### config.mk
export PLATFORM = sky130hd
export DESIGN_NAME = tkhcl_cell
export DESIGN_NICKNAME = d
export VERILOG_FILES = /design/src/rtl/tkhcl_pkg.sv /design/src/rtl/tkhcl_cell.sv
export SDC_FILE = /design/constraint.sdc
export NUM_CORES = 1
export LEC_CHECK = 0
export BUFFER_PORTS_ARGS = -buffer_cell sky130_fd_sc_hd__buf_2
export CORE_AREA = 4 4 148 150
export CTS_BUF_LIST = sky130_fd_sc_hd__clkbuf_8
export CTS_CLUSTER_SIZE = 16
export DETAILED_ROUTE_END_ITERATION = 10
export DIE_AREA = 0 0 152 154
export SLEW_MARGIN = 40
export SYNTH_ARGS = -nofsm -noshare
export SYNTH_HDL_FRONTEND = slang
export SYNTH_SLANG_ARGS = --single-unit
### constraint.sdc
create_clock -name clk -period 12.6 [get_ports clk]
set_clock_uncertainty 0.05 [all_clocks]
set_input_delay 1.89 -clock clk [delete_from_list [all_inputs] [get_ports clk]]
set_output_delay 1.89 -clock clk [all_outputs]
set_load 0.01 [all_outputs]
### src/rtl/tkhcl_pkg.sv
package tkhcl_pkg;

    localparam int MAX_ENTRIES = 16;
    localparam int IDX_W       = $clog2(MAX_ENTRIES);
    localparam int CNT_W       = $clog2(MAX_ENTRIES + 1);
    localparam int TAG_W       = 32;
    localparam int COST_W      = 64;
    localparam int POS_W       = 4;
    localparam int FILL_W      = 5;
    localparam int SIZE_W      = 5;

    localparam logic OP_INSERT = 1'b0;
    localparam logic OP_DUMP   = 1'b1;

    typedef struct packed {
        logic              operation;
        logic [TAG_W-1:0]  item_tag;
        logic [COST_W-1:0] item_cost;
    } cmd_t;

    typedef struct packed {
        logic              accepted;
        logic [POS_W-1:0]  position;
        logic              entry_valid;
        logic [TAG_W-1:0]  entry_tag;
        logic [COST_W-1:0] entry_cost;
        logic [FILL_W-1:0] fill_count;
        logic              last;
    } result_t;

    typedef struct packed {
        logic [TAG_W-1:0]  tag;
        logic [COST_W-1:0] cost;
    } entry_t;

    typedef struct packed {
        logic load_en;
        logic rotate;
    } cell_ctl_t;

endpackage

### src/rtl/tkhcl_cell.sv
module tkhcl_cell (
    input  logic                clk,
    input  tkhcl_pkg::cell_ctl_t ctl,
    input  logic                occupied,
    input  tkhcl_pkg::entry_t   new_entry,
    input  tkhcl_pkg::entry_t   left_entry,
    input  tkhcl_pkg::entry_t   right_entry,
    input  logic                left_ge,
    output tkhcl_pkg::entry_t   entry,
    output logic                ge,
    output logic                take_new
);
    import tkhcl_pkg::*;

    entry_t entry_reg;

    // an occupied slot whose cost is at least the new one stays ahead of it
    assign ge       = occupied && (entry_reg.cost >= new_entry.cost);
    assign take_new = !ge && left_ge;
    assign entry    = entry_reg;

    always_ff @(posedge clk)
    begin
        if (ctl.rotate)
        begin
            entry_reg <= right_entry;
        end
        else if (ctl.load_en && !ge)
        begin
            entry_reg <= take_new ? new_entry : left_entry;
        end
    end

endmodule

### Yosys cells after proc, flatten, opt, wreduce, memory -nomap -nowiden

Cells that the tools add are included.

* flip-flop bits (word level): 96
* output and inout bits: 98
* logic and storage cells: 11

* $lt $le $gt $ge: 1
* mux-type cells: 3
* reduce and logical (&&, ||, !) cells: 5

Operators with widths (count)
* 96-bit two-way mux: 3
* 64-bit greater-or-equal comparator: 1
* 1-bit logical AND: 3
* 2-bit nonzero test: 1
* 1-bit zero test: 1

### Longest topological paths before layout

Gate-level depths: netlist of the first run.

* word-level depth: 7
* gate-level depth with buffers: 12
* gate-level depth less buffers: 9

### Worst setup path after synthesis of the first run

No wires, ideal clock.

* path type: input-to-reg
* from: input new_entry[41] (netlist bit)
* to: register entry_reg (netlist bit entry[0]) (enable)
* library setup time: 683 ps
* data arrival time: 10238 ps
* setup slack: 1629 ps
* stages: 9
* buffers on the path: 0
* cells stage by stage: inv_1 -> ha_1 -> a21o_1 -> a221o_1 -> a221oi_2 -> o21ai_1 -> nor4_1 -> nor2_1 -> o21ai_0

* longest elaborated chain between the ends: 5

Ends and longest elaborated chain
* start: declaration: line tkhcl_cell.sv:5 `input tkhcl_pkg::entry_t new_entry,`
* 64-bit greater-or-equal comparator: line tkhcl_cell.sv:18 `assign ge = occupied && (entry_reg.cost >= new_entry.cost);`
* 1-bit logical AND: line tkhcl_cell.sv:18
* net ge: line tkhcl_cell.sv:10 `output logic ge,`
* 1-bit zero test: line tkhcl_cell.sv:28 `else if (ctl.load_en && !ge)`
* 1-bit logical AND: line tkhcl_cell.sv:28
* 2-bit nonzero test (no source line)
* end signal: assignment: line tkhcl_cell.sv:26 `entry_reg <= right_entry;`
* end signal: assignment: line tkhcl_cell.sv:30 `entry_reg <= take_new ? new_entry : left_entry;`
* end: declaration: line tkhcl_cell.sv:15 `entry_t entry_reg;`

The timed path passes the listed nets, and every way through them passes these cells.
A chain may end at the register's enable or synchronous reset.

### Final worst setup path of the first run

* from: input new_entry[41] (netlist bit)
* to: output take_new

* longest elaborated chain between the ends: 4

Ends and longest elaborated chain
* 64-bit greater-or-equal comparator: line tkhcl_cell.sv:18
* 1-bit logical AND: line tkhcl_cell.sv:18
* 1-bit zero test: line tkhcl_cell.sv:19 `assign take_new = !ge && left_ge;`
* 1-bit logical AND: line tkhcl_cell.sv:19
* end: declaration: line tkhcl_cell.sv:11 `output logic take_new`

Every way passes these cells.

==> results of run 1 <==
## layout by cell type (no fill, tap or decap), drive strengths merged, types with 4 or more instances in the layout
cell type / netlist / layout
a21oi: 23 / 23
o21ai: 107 / 107
buf: 29 / 399
inv: 68 / 69
a31oi: 96 / 96
ha: 64 / 64
and4: 4 / 4
clkbuf: 34 / 9
nand4: 11 / 11
nand3: 102 / 102
nand2: 19 / 19
nor2: 102 / 102
nor4: 4 / 4
edfxtp: 96 / 96
diode: 0 / 8
a221oi: 5 / 5
## per-layer routing
metal  track usage, %  vias up
met4             8.90        4
met3             5.83       41
met5                0        -
met1             25.4     3441
li1                 -     3610
met2             35.6      327
## worst max-delay path: cells and delay by family
kind / cells / cell delay [ps]
compound gates: 4 / 1060
simple gates: 2 / 890
buf+inv: 3 / 270
fa+ha+maj: 1 / 300
## per-stage QoR
step,util [%],cell area (µm²),worst slack [ps],power (mW)
5_1_grt,44.9,9300,6120,1.10
3_3_place_gp,43.7,9040,6190,0.807
3_5_place_dp,43.8,9060,6230,0.811
4_1_cts,44.8,9270,6240,1.04
6_report,44.9,9300,6240,1.03
2_1_floorplan,-,6970,1630,0.665
## area by class of cell
class | count | area (µm²)
timing repair buffer | 399 | 2030
fill | 2131 | 11400
inverter | 68 | 263
tap | 275 | 344
sequential | 96 | 2880
antenna | 8 | 20.0
clock buffer | 9 | 124
multi-input combinational | 557 | 3550
clock inverter | 6 | 86.3
## cells in the mapped netlist (all sizes together)
| cell type | count |
|---|---|
| a31oi | 96 |
| nand2 | 19 |
| edfxtp | 96 |
| ha | 64 |
| nor4 | 4 |
| or3 | 1 |
| or4 | 1 |
| and4 | 4 |
| o31a | 1 |
| a221oi | 5 |
| a211oi | 1 |
| clkbuf | 34 |
| inv | 68 |
| a32oi | 1 |
| and2 | 1 |
| o21ai | 107 |
| o32ai | 1 |
| nor3 | 3 |
| a22oi | 1 |
| a21o | 3 |
| nand3 | 102 |
| nor2 | 102 |
| nand2b | 2 |
| a21oi | 23 |
| a21boi | 1 |
| a221o | 1 |
| nand4 | 11 |
| o31ai | 1 |
| buf | 29 |
| a2111o | 1 |
## path summary, 6_finish.rpt
| kind | endpoint | cells after the start | start | slack [ps] |
|---|---|---|---|---|
| min | entry[44] | 6 | entry[63] | 1440 |
| max | take_new | 10 | new_entry[41] | 6240 |
| min reg2reg | entry[44] | 6 | entry[63] | 1440 |
| max reg2reg | entry[29] | 9 | entry[41] | 8910 |
## logic make-up (layout without fill, tap and decap cells)
family	count (synthesis)	count (layout)	share of synthesized area [%]
adder cells (fa/ha/maj)	64	64	11.5
AND/OR/NAND/NOR	250	250	18.5
buffers and inverters	131	482	8.40
other	0	8	0
AO/OA/AOI/OAI	243	243	20.2
flip-flops	96	96	41.4
## power by group
part | switching [mW] | leakage [nW] | internal, mW
Sequential | 0.0204 | 0.960 | 0.409
Combinational | 0.227 | 3.27 | 0.145
Clock | 0.120 | 0.0988 | 0.110
Total | 0.367 | 4.33 | 0.664
==> summary.txt, run 1 <==
Global routing
  • Total GRT Usage: 21.1%
  • Largest net degree at the start of global routing: 122
  • Initial antenna violation count: 10
  • Vias in the first global route: 7249
  • Grt ovf: 0
  • Global-route wire length before repair: 39500 µm

Setup path
  • Arrival @ worst endpoint: 4420 ps
  • WP data required: 10660 ps
  • Crit-path most repeated cell: buf_2
  • CP max FO: 26
  • Startpoint Class: input port
  • Peak per-stage delay on the critical path: 770 ps
  • Slowest stage cell, crit path: or4_4
  • Kind of critical path: in2out
  • Critical Path, Cell by Cell: buf_2, inv_1, ha_1, a21o_1, a221o_1, a221oi_2, o21ai_1, or4_4, nand2_1, buf_2
  • Crit end category: primary output

Clocking
  • Clk slew on worst S/H paths: 100 ps
  • Max clock buf depth: 2
  • Clock latency on the worst-skew pair: 380 ps
  • CTS tree: yes
  • # hold bufs at CTS: 0
  • Clk root buf: clkbuf_8
  • Total CTS buffers: 9
  • H-tree Lvls: 3
  • Post-CTS setup buffer count: 0
  • PostCTS Resize Cnt: 0
  • # clock sinks: 96

Logic synthesis
  • Register area share after synthesis: 41.4%
  • Seq cells post-synth: 96
  • Dominant cells by area after synthesis: edfxtp_1 41%, ha_1 11%, a31oi_1 8.6%
  • Syn_nets: 1141
  • Post-Syn Instances: 784
  • Area leader, netlist: edfxtp_1
  • Count of different cell masters after synthesis: 38
  • Ys Warns: 0
  • Synthesized area: 6970 µm²
  • Mean Syn Cell Area: 8.89 µm²
  • Yosys top cell area share: 41.4%

STA
  • Endpoints failing hold: 0
  • Final period util: 50.4%
  • Tmin final: 6360 ps
  • Hold slack: 1440 ps
  • Slew headroom: 50.3%
  • RSZ-0062 raised after global routing: no
  • Setup Viol. Count Final: 0
  • Fmax: 157 MHz
  • Worst Max-Slew Pin Slew: 746 ps
  • Max Slew Vio Count: 0
  • Fin Setup TNS: 0 ps

Drt
  • Vias per cell: 5.23
  • Top Metal Used: met5
  • DRC viols: 0
  • Via Count: 7423
  • Pre-antenna DRT Iters: 4
  • Number of nets with antenna violations after routing: 0
  • Met1 Wirelength: 10400 µm
  • Met2 wire len: 12700 µm
  • Drt total wl: 26000 µm
  • Starting DRT DRC Count: 317
  • Routed wire length on met3: 2160 µm
  • WL per Instance: 18.4 µm

Floorplan
  • Die Width: 152 µm
  • Rows: 53
  • Total core area: 20700 µm²
  • Boundary pin count: 391
  • Initial Utilization: 33.7%
  • Die area: 23400 µm²
  • Die H: 154 µm

Finish
  • Non-Filler Instances: 1418
  • Layout Nets: 1488
  • Area delta synth->final: 33.4%
  • Share of cells above drive strength 1: 39.6%
  • Max FFs per register: 96

Placed design
  • Placed cells: 1395
  • Dpl hpwl: 19800 µm
  • Placer congestion estimate: 0.844
  • Port bufs: 390

Worst hold path
  • Hold Path Class: reg2reg

Pwr
  • Max VDD drop: 0.0635 mV
  • Leakage power: 4.33 nW
  • Pwr per Cell Area: 111 nW/µm²

Run status
  • Status: finished, final reports clean

Run
  • Max-Cap Viols: 0
Note: power is estimated with default switching activity, not from simulation.
==> inputs of run 2 (changes only) <==
--- a/config.mk
+++ b/config.mk
@@ -5,12 +5,14 @@
 export SDC_FILE = /design/constraint.sdc
 export NUM_CORES = 1
 export LEC_CHECK = 0
+export ABC_AREA = 1
 export BUFFER_PORTS_ARGS = -buffer_cell sky130_fd_sc_hd__buf_2
 export CORE_AREA = 4 4 148 150
 export CTS_BUF_LIST = sky130_fd_sc_hd__clkbuf_8
 export CTS_CLUSTER_SIZE = 16
 export DETAILED_ROUTE_END_ITERATION = 10
 export DIE_AREA = 0 0 152 154
+export PLACE_DENSITY = 0.66
 export SLEW_MARGIN = 40
 export SYNTH_ARGS = -nofsm -noshare
 export SYNTH_HDL_FRONTEND = slang
==> constraint.sdc (replaced) <==
create_clock -name clk -period 6.35 [get_ports clk]
set_clock_uncertainty 0.05 [all_clocks]
set_input_delay 0.9525 -clock clk [delete_from_list [all_inputs] [get_ports clk]]
set_output_delay 0.9525 -clock clk [all_outputs]
set_load 0.01 [all_outputs]
==> run 2 against run 1 <==
  * Setup slack got worse by 4500 ps
  * Final area rose by 4.8%
  * Combinational power rose by 64%
  * Wire length fell by 0.75%
  * Largest cell class unchanged
  * Critical endpoint is now ge
  * Via count rose by 7.4%
  * Core utilization rose by 2.2 points
  * Power rose by 82%
  * Die area did not move
  * Sequential power rose by 93%
  * Clock power rose by 92%
  * Count of clock-buffer cells in the layout did not move
  * Largest power group unchanged
  * Worst hold slack got worse by 670 ps
  * Critical path type unchanged
==> summary.txt, run 2 <==
Clocking
  • # hold bufs at CTS: 0 (unchanged)
  • # clock sinks: 96 (unchanged)
  • Clk root buf: clkbuf_8 (unchanged)
  • CTS tree: yes (unchanged)
  • Total CTS buffers: 9 (unchanged)
  • H-tree Lvls: 3 (unchanged)
  • PostCTS Resize Cnt: 0 (unchanged)
  • Clk slew on worst S/H paths: 120 ps (was 100 ps)
  • Post-CTS setup buffer count: 0 (unchanged)
  • Max clock buf depth: 2 (unchanged)
  • Clock latency on the worst-skew pair: 390 ps (was 380 ps)

Global routing
  • Global-route wire length before repair: 39800 µm (was 39500 µm)
  • Total GRT Usage: 21.0% (was 21.1%)
  • Vias in the first global route: 7715 (was 7249)
  • Initial antenna violation count: 5 (was 10)
  • Grt ovf: 0 (unchanged)
  • Largest net degree at the start of global routing: 98 (was 122)

STA
  • Tmin final: 4560 ps
  • Slew headroom: 44.8% (was 50.3%)
  • Final period util: 71.9%
  • Fin Setup TNS: 0 ps (unchanged)
  • Hold slack: 768 ps (was 1440 ps)
  • Setup Viol. Count Final: 0 (unchanged)
  • RSZ-0062 raised after global routing: no (unchanged)
  • Max Slew Vio Count: 0 (unchanged)
  • Endpoints failing hold: 0 (unchanged)
  • Fmax: 219 MHz
  • Worst Max-Slew Pin Slew: 829 ps (was 746 ps)
  • Final worst setup slack: 1790 ps (was 6240 ps)

Pwr
  • Clock network fraction of design power: 23.5% (was 22.3%)
  • Combinational Power Share: 32.5% (was 36.1%)
  • Tot Pwr: 1.88 mW (was 1.03 mW)
  • Max VDD drop: 0.0936 mV (was 0.0635 mV)
  • Switch share: 35.1% (was 35.6%)
  • Sw power: 660 µW (was 367 µW)
  • Int Power: 1.22 mW (was 664 µW)
  • Leakage power: 5.82 nW (was 4.33 nW)
  • Reg power frac: 44.0% (was 41.6%)
  • Pwr per Cell Area: 193 nW/µm² (was 111 nW/µm²)

Logic synthesis
  • Largest family of logic cells by synthesized area: simple AND/OR/NAND/NOR gates (was compound AO/OA/AOI/OAI gates)
  • Post-Syn Instances: 1048 (was 784)
  • Mux contribution to synthesized area: 0% (unchanged)
  • Synth Area in Adders: 10.8% (was 11.5%)
  • Seq cells post-synth: 96 (unchanged)
  • Ys Warns: 0 (unchanged)
  • Dominant cells by area after synthesis: edfxtp_1 39%, nand2_1 18%, nand3_1 13% (was edfxtp_1 41%, ha_1 11%, a31oi_1 8.6%)
  • Synth Area in Compound Gates: 2.40% (was 20.2%)
  • Number of enable flip-flop cells after synthesis: 96 (unchanged)
  • Syn_nets: 1405 (was 1141)
  • Most frequent cell after synthesis: nand2_1 (was nor2_1)
  • Async S/R FF share, synth: 0% (unchanged)
  • Post-Synth XOR/XNOR Area: 0% (unchanged)
  • Most used DFF post-synth: edfxtp_1 (unchanged)
  • Mean Syn Cell Area: 7.06 µm² (was 8.89 µm²)
  • Area leader, netlist: edfxtp_1 (unchanged)
  • Register area share after synthesis: 38.9% (was 41.4%)
  • Post-Synth Simple-Gate Area: 33.7% (was 18.5%)
  • Count of different cell masters after synthesis: 21 (was 38)
  • Yosys top cell area share: 38.9% (was 41.4%)
  • Post-synth top cells: 359 x nand2_1, 211 x inv_1, 196 x nand3_1, 96 x edfxtp_1, 64 x ha_1 (was 102 x nor2_1, 96 x a31oi_1, 96 x edfxtp_1, 86 x o21ai_0, 73 x nand3_1)
  • Synthesized area: 7400 µm² (was 6970 µm²)

Setup path
  • Top delay family on crit path: buffers and inverters (was compound AO/OA/AOI/OAI gates)
  • Worst path bufs/invs: 5 (was 3)
  • Arrival @ worst endpoint: 3560 ps (was 4420 ps)
  • Slowest stage cell, crit path: buf_4 (was or4_4)
  • Crit-path most repeated cell: nand2_1 (was buf_2)
  • Critical path depth: 17 (was 10)
  • R2r startpoint: entry[59] (was entry[41])
  • CP max FO: 63 (was 26)
  • Flop-to-flop setup slack: 2630 ps (was 8910 ps)
  • Reg2reg end: entry[83] (was entry[29])
  • WP data required: 5350 ps (was 10660 ps)
  • Peak per-stage delay on the critical path: 670 ps (was 770 ps)
  • Critical Path, Cell by Cell: buf_2, inv_1, ha_1, a21oi_1, nand2_1, nand2_1, nand2_1, nand2_1, nand2_1, nand2_1, nand2_1, nand2_1, nand2_1, nand2_4, buf_4, inv_1, buf_2 (was buf_2, inv_1, ha_1, a21o_1, a221o_1, a221oi_2, o21ai_1, or4_4, nand2_1, buf_2)
  • Startpoint Class: input port (unchanged)
  • Critical Path Source: new_entry[3] (was new_entry[41])
  • Kind of critical path: in2out (unchanged)
  • Worst Reg2Reg Path Length in Cells: 15 (was 9)
  • Crit end category: primary output (unchanged)
  • Critical path endpoint: ge (was take_new)

Finish
  • Most common cell after layout, fill and taps aside: buf_2 (unchanged)
  • Register Area: 2880 µm² (unchanged)
  • Most frequent cells in the layout: 388 x buf_2, 358 x nand2_1, 211 x inv_1 (was 390 x buf_2, 102 x nor2_1, 96 x a31oi_1, 96 x edfxtp_1, 85 x o21ai_0)
  • Max FFs per register: 96 (unchanged)
  • Multi-input gate area: 3500 µm² (was 3550 µm²)
  • Layout Nets: 1760 (was 1488)
  • Non-Filler Instances: 1687 (was 1418)
  • Non-Filler Cell Area, Final: 9750 µm² (was 9300 µm²)
  • Utilization after layout: 47.1% (was 44.9%)
  • Fill count: 2202 (was 2131)
  • Share of cells above drive strength 1: 29.6% (was 39.6%)
  • Area delta synth->final: 31.7% (was 33.4%)

Drt
  • Via Count: 7972 (was 7423)
  • Vias per cell: 4.73 (was 5.23)
  • Pre-antenna DRT Iters: 5 (was 4)
  • Drt total wl: 25800 µm (was 26000 µm)
  • WL per Instance: 15.3 µm (was 18.4 µm)
  • DRC viols: 0 (unchanged)
  • Number of nets with antenna violations after routing: 0 (unchanged)
  • Starting DRT DRC Count: 405 (was 317)

Placed design
  • Placer congestion estimate: 0.852 (was 0.844)
  • Post-place setup slack: 1820 ps (was 6230 ps)
  • Placed cells: 1667 (was 1395)
  • Dpl hpwl: 19300 µm (was 19800 µm)
  • Port bufs: 390 (unchanged)
  • Placed cell area: 9530 µm² (was 9060 µm²)

Worst hold path
  • Hold Path Class: in2reg (was reg2reg)

Run
  • Max-Cap Viols: 0 (unchanged)

Floorplan
  • Rows: 53 (unchanged)
  • Initial Utilization: 35.8% (was 33.7%)
  • Boundary pin count: 391 (unchanged)
  • Die area: 23400 µm² (unchanged)
  • Total core area: 20700 µm² (unchanged)
  • Die Width: 152 µm (unchanged)
  • Die H: 154 µm (unchanged)

Run status
  • Status: finished, final reports clean (unchanged)
[run 2: cell count changes after synthesis, moves of 29 or more]
cell | previous run | this run
nor2_1 | 102 | 24
nand3_1 | 73 | 196
o21ai_0 | 86 | 6
nand2_1 | 19 | 359
inv_1 | 68 | 211
a31oi_1 | 96 | 0
nand3_2 | 29 | 0
[run 2: power groups by stage]
stage | logic (mW) | clock network [mW] | registers [mW]
floorplan | 0.314 | 0 | 0.881
global placement | 0.609 | 0 | 0.841
detailed placement | 0.617 | 0 | 0.843
CTS | 0.620 | 0.451 | 0.829
global route | 0.695 | 0.480 | 0.836
finish | 0.611 | 0.442 | 0.829
[run 2: area by class of cell]
cell class | count | share of cell area [%]
antenna | 4 | 0.103
clock inverter | 7 | 0.783
multi-input combinational | 688 | 35.9
inverter | 212 | 8.19
tap | 275 | 3.53
clock buffer | 9 | 1.27
sequential | 96 | 29.6
timing repair buffer | 396 | 20.6
[run 2: how the worst min path moves through the flow]
stage | endpoint | slack [ps] | depth (start not counted) | start
3_3_place_gp | entry[54] | 1180 | 3 | right_entry[54]
3_5_place_dp | entry[92] | 1180 | 3 | right_entry[92]
6_report | entry[92] | 770 | 3 | right_entry[92]
4_1_cts | entry[92] | 750 | 3 | right_entry[92]
5_1_grt | entry[77] | 760 | 3 | right_entry[77]
2_1_floorplan | entry[94] | 1080 | 2 | right_entry[94]
[run 2: layer usage]
| layer | GRT usage (%) | routed length (µm) | share of wire (%) |
|---|---|---|---|
| met5 | 0 | 13 | 0.050 |
| met4 | 7.06 | 635 | 2.5 |
| met3 | 6.11 | 2180 | 8.4 |
| met2 | 36.2 | 12700 | 49 |
| met1 | 25.2 | 10300 | 40 |
[run 2: worst reg2reg max path: cells and delay by family (launching register included)]
family	cells	cell delay (ps)
adders and majority gates	1	330
buffers and inverters	2	700
and+or+nand+nor	12	1990
DFF	1	410
[run 2: cells by family (layout without fill, tap and decap cells)]
| logic type | after synthesis | count (layout) |
|---|---|---|
| flip-flops | 96 | 96 |
| AND/OR/NAND/NOR | 590 | 590 |
| other | 0 | 4 |
| adder cells (fa/ha/maj) | 64 | 64 |
| buffers and inverters | 264 | 624 |
| AO/OA/AOI/OAI | 34 | 34 |
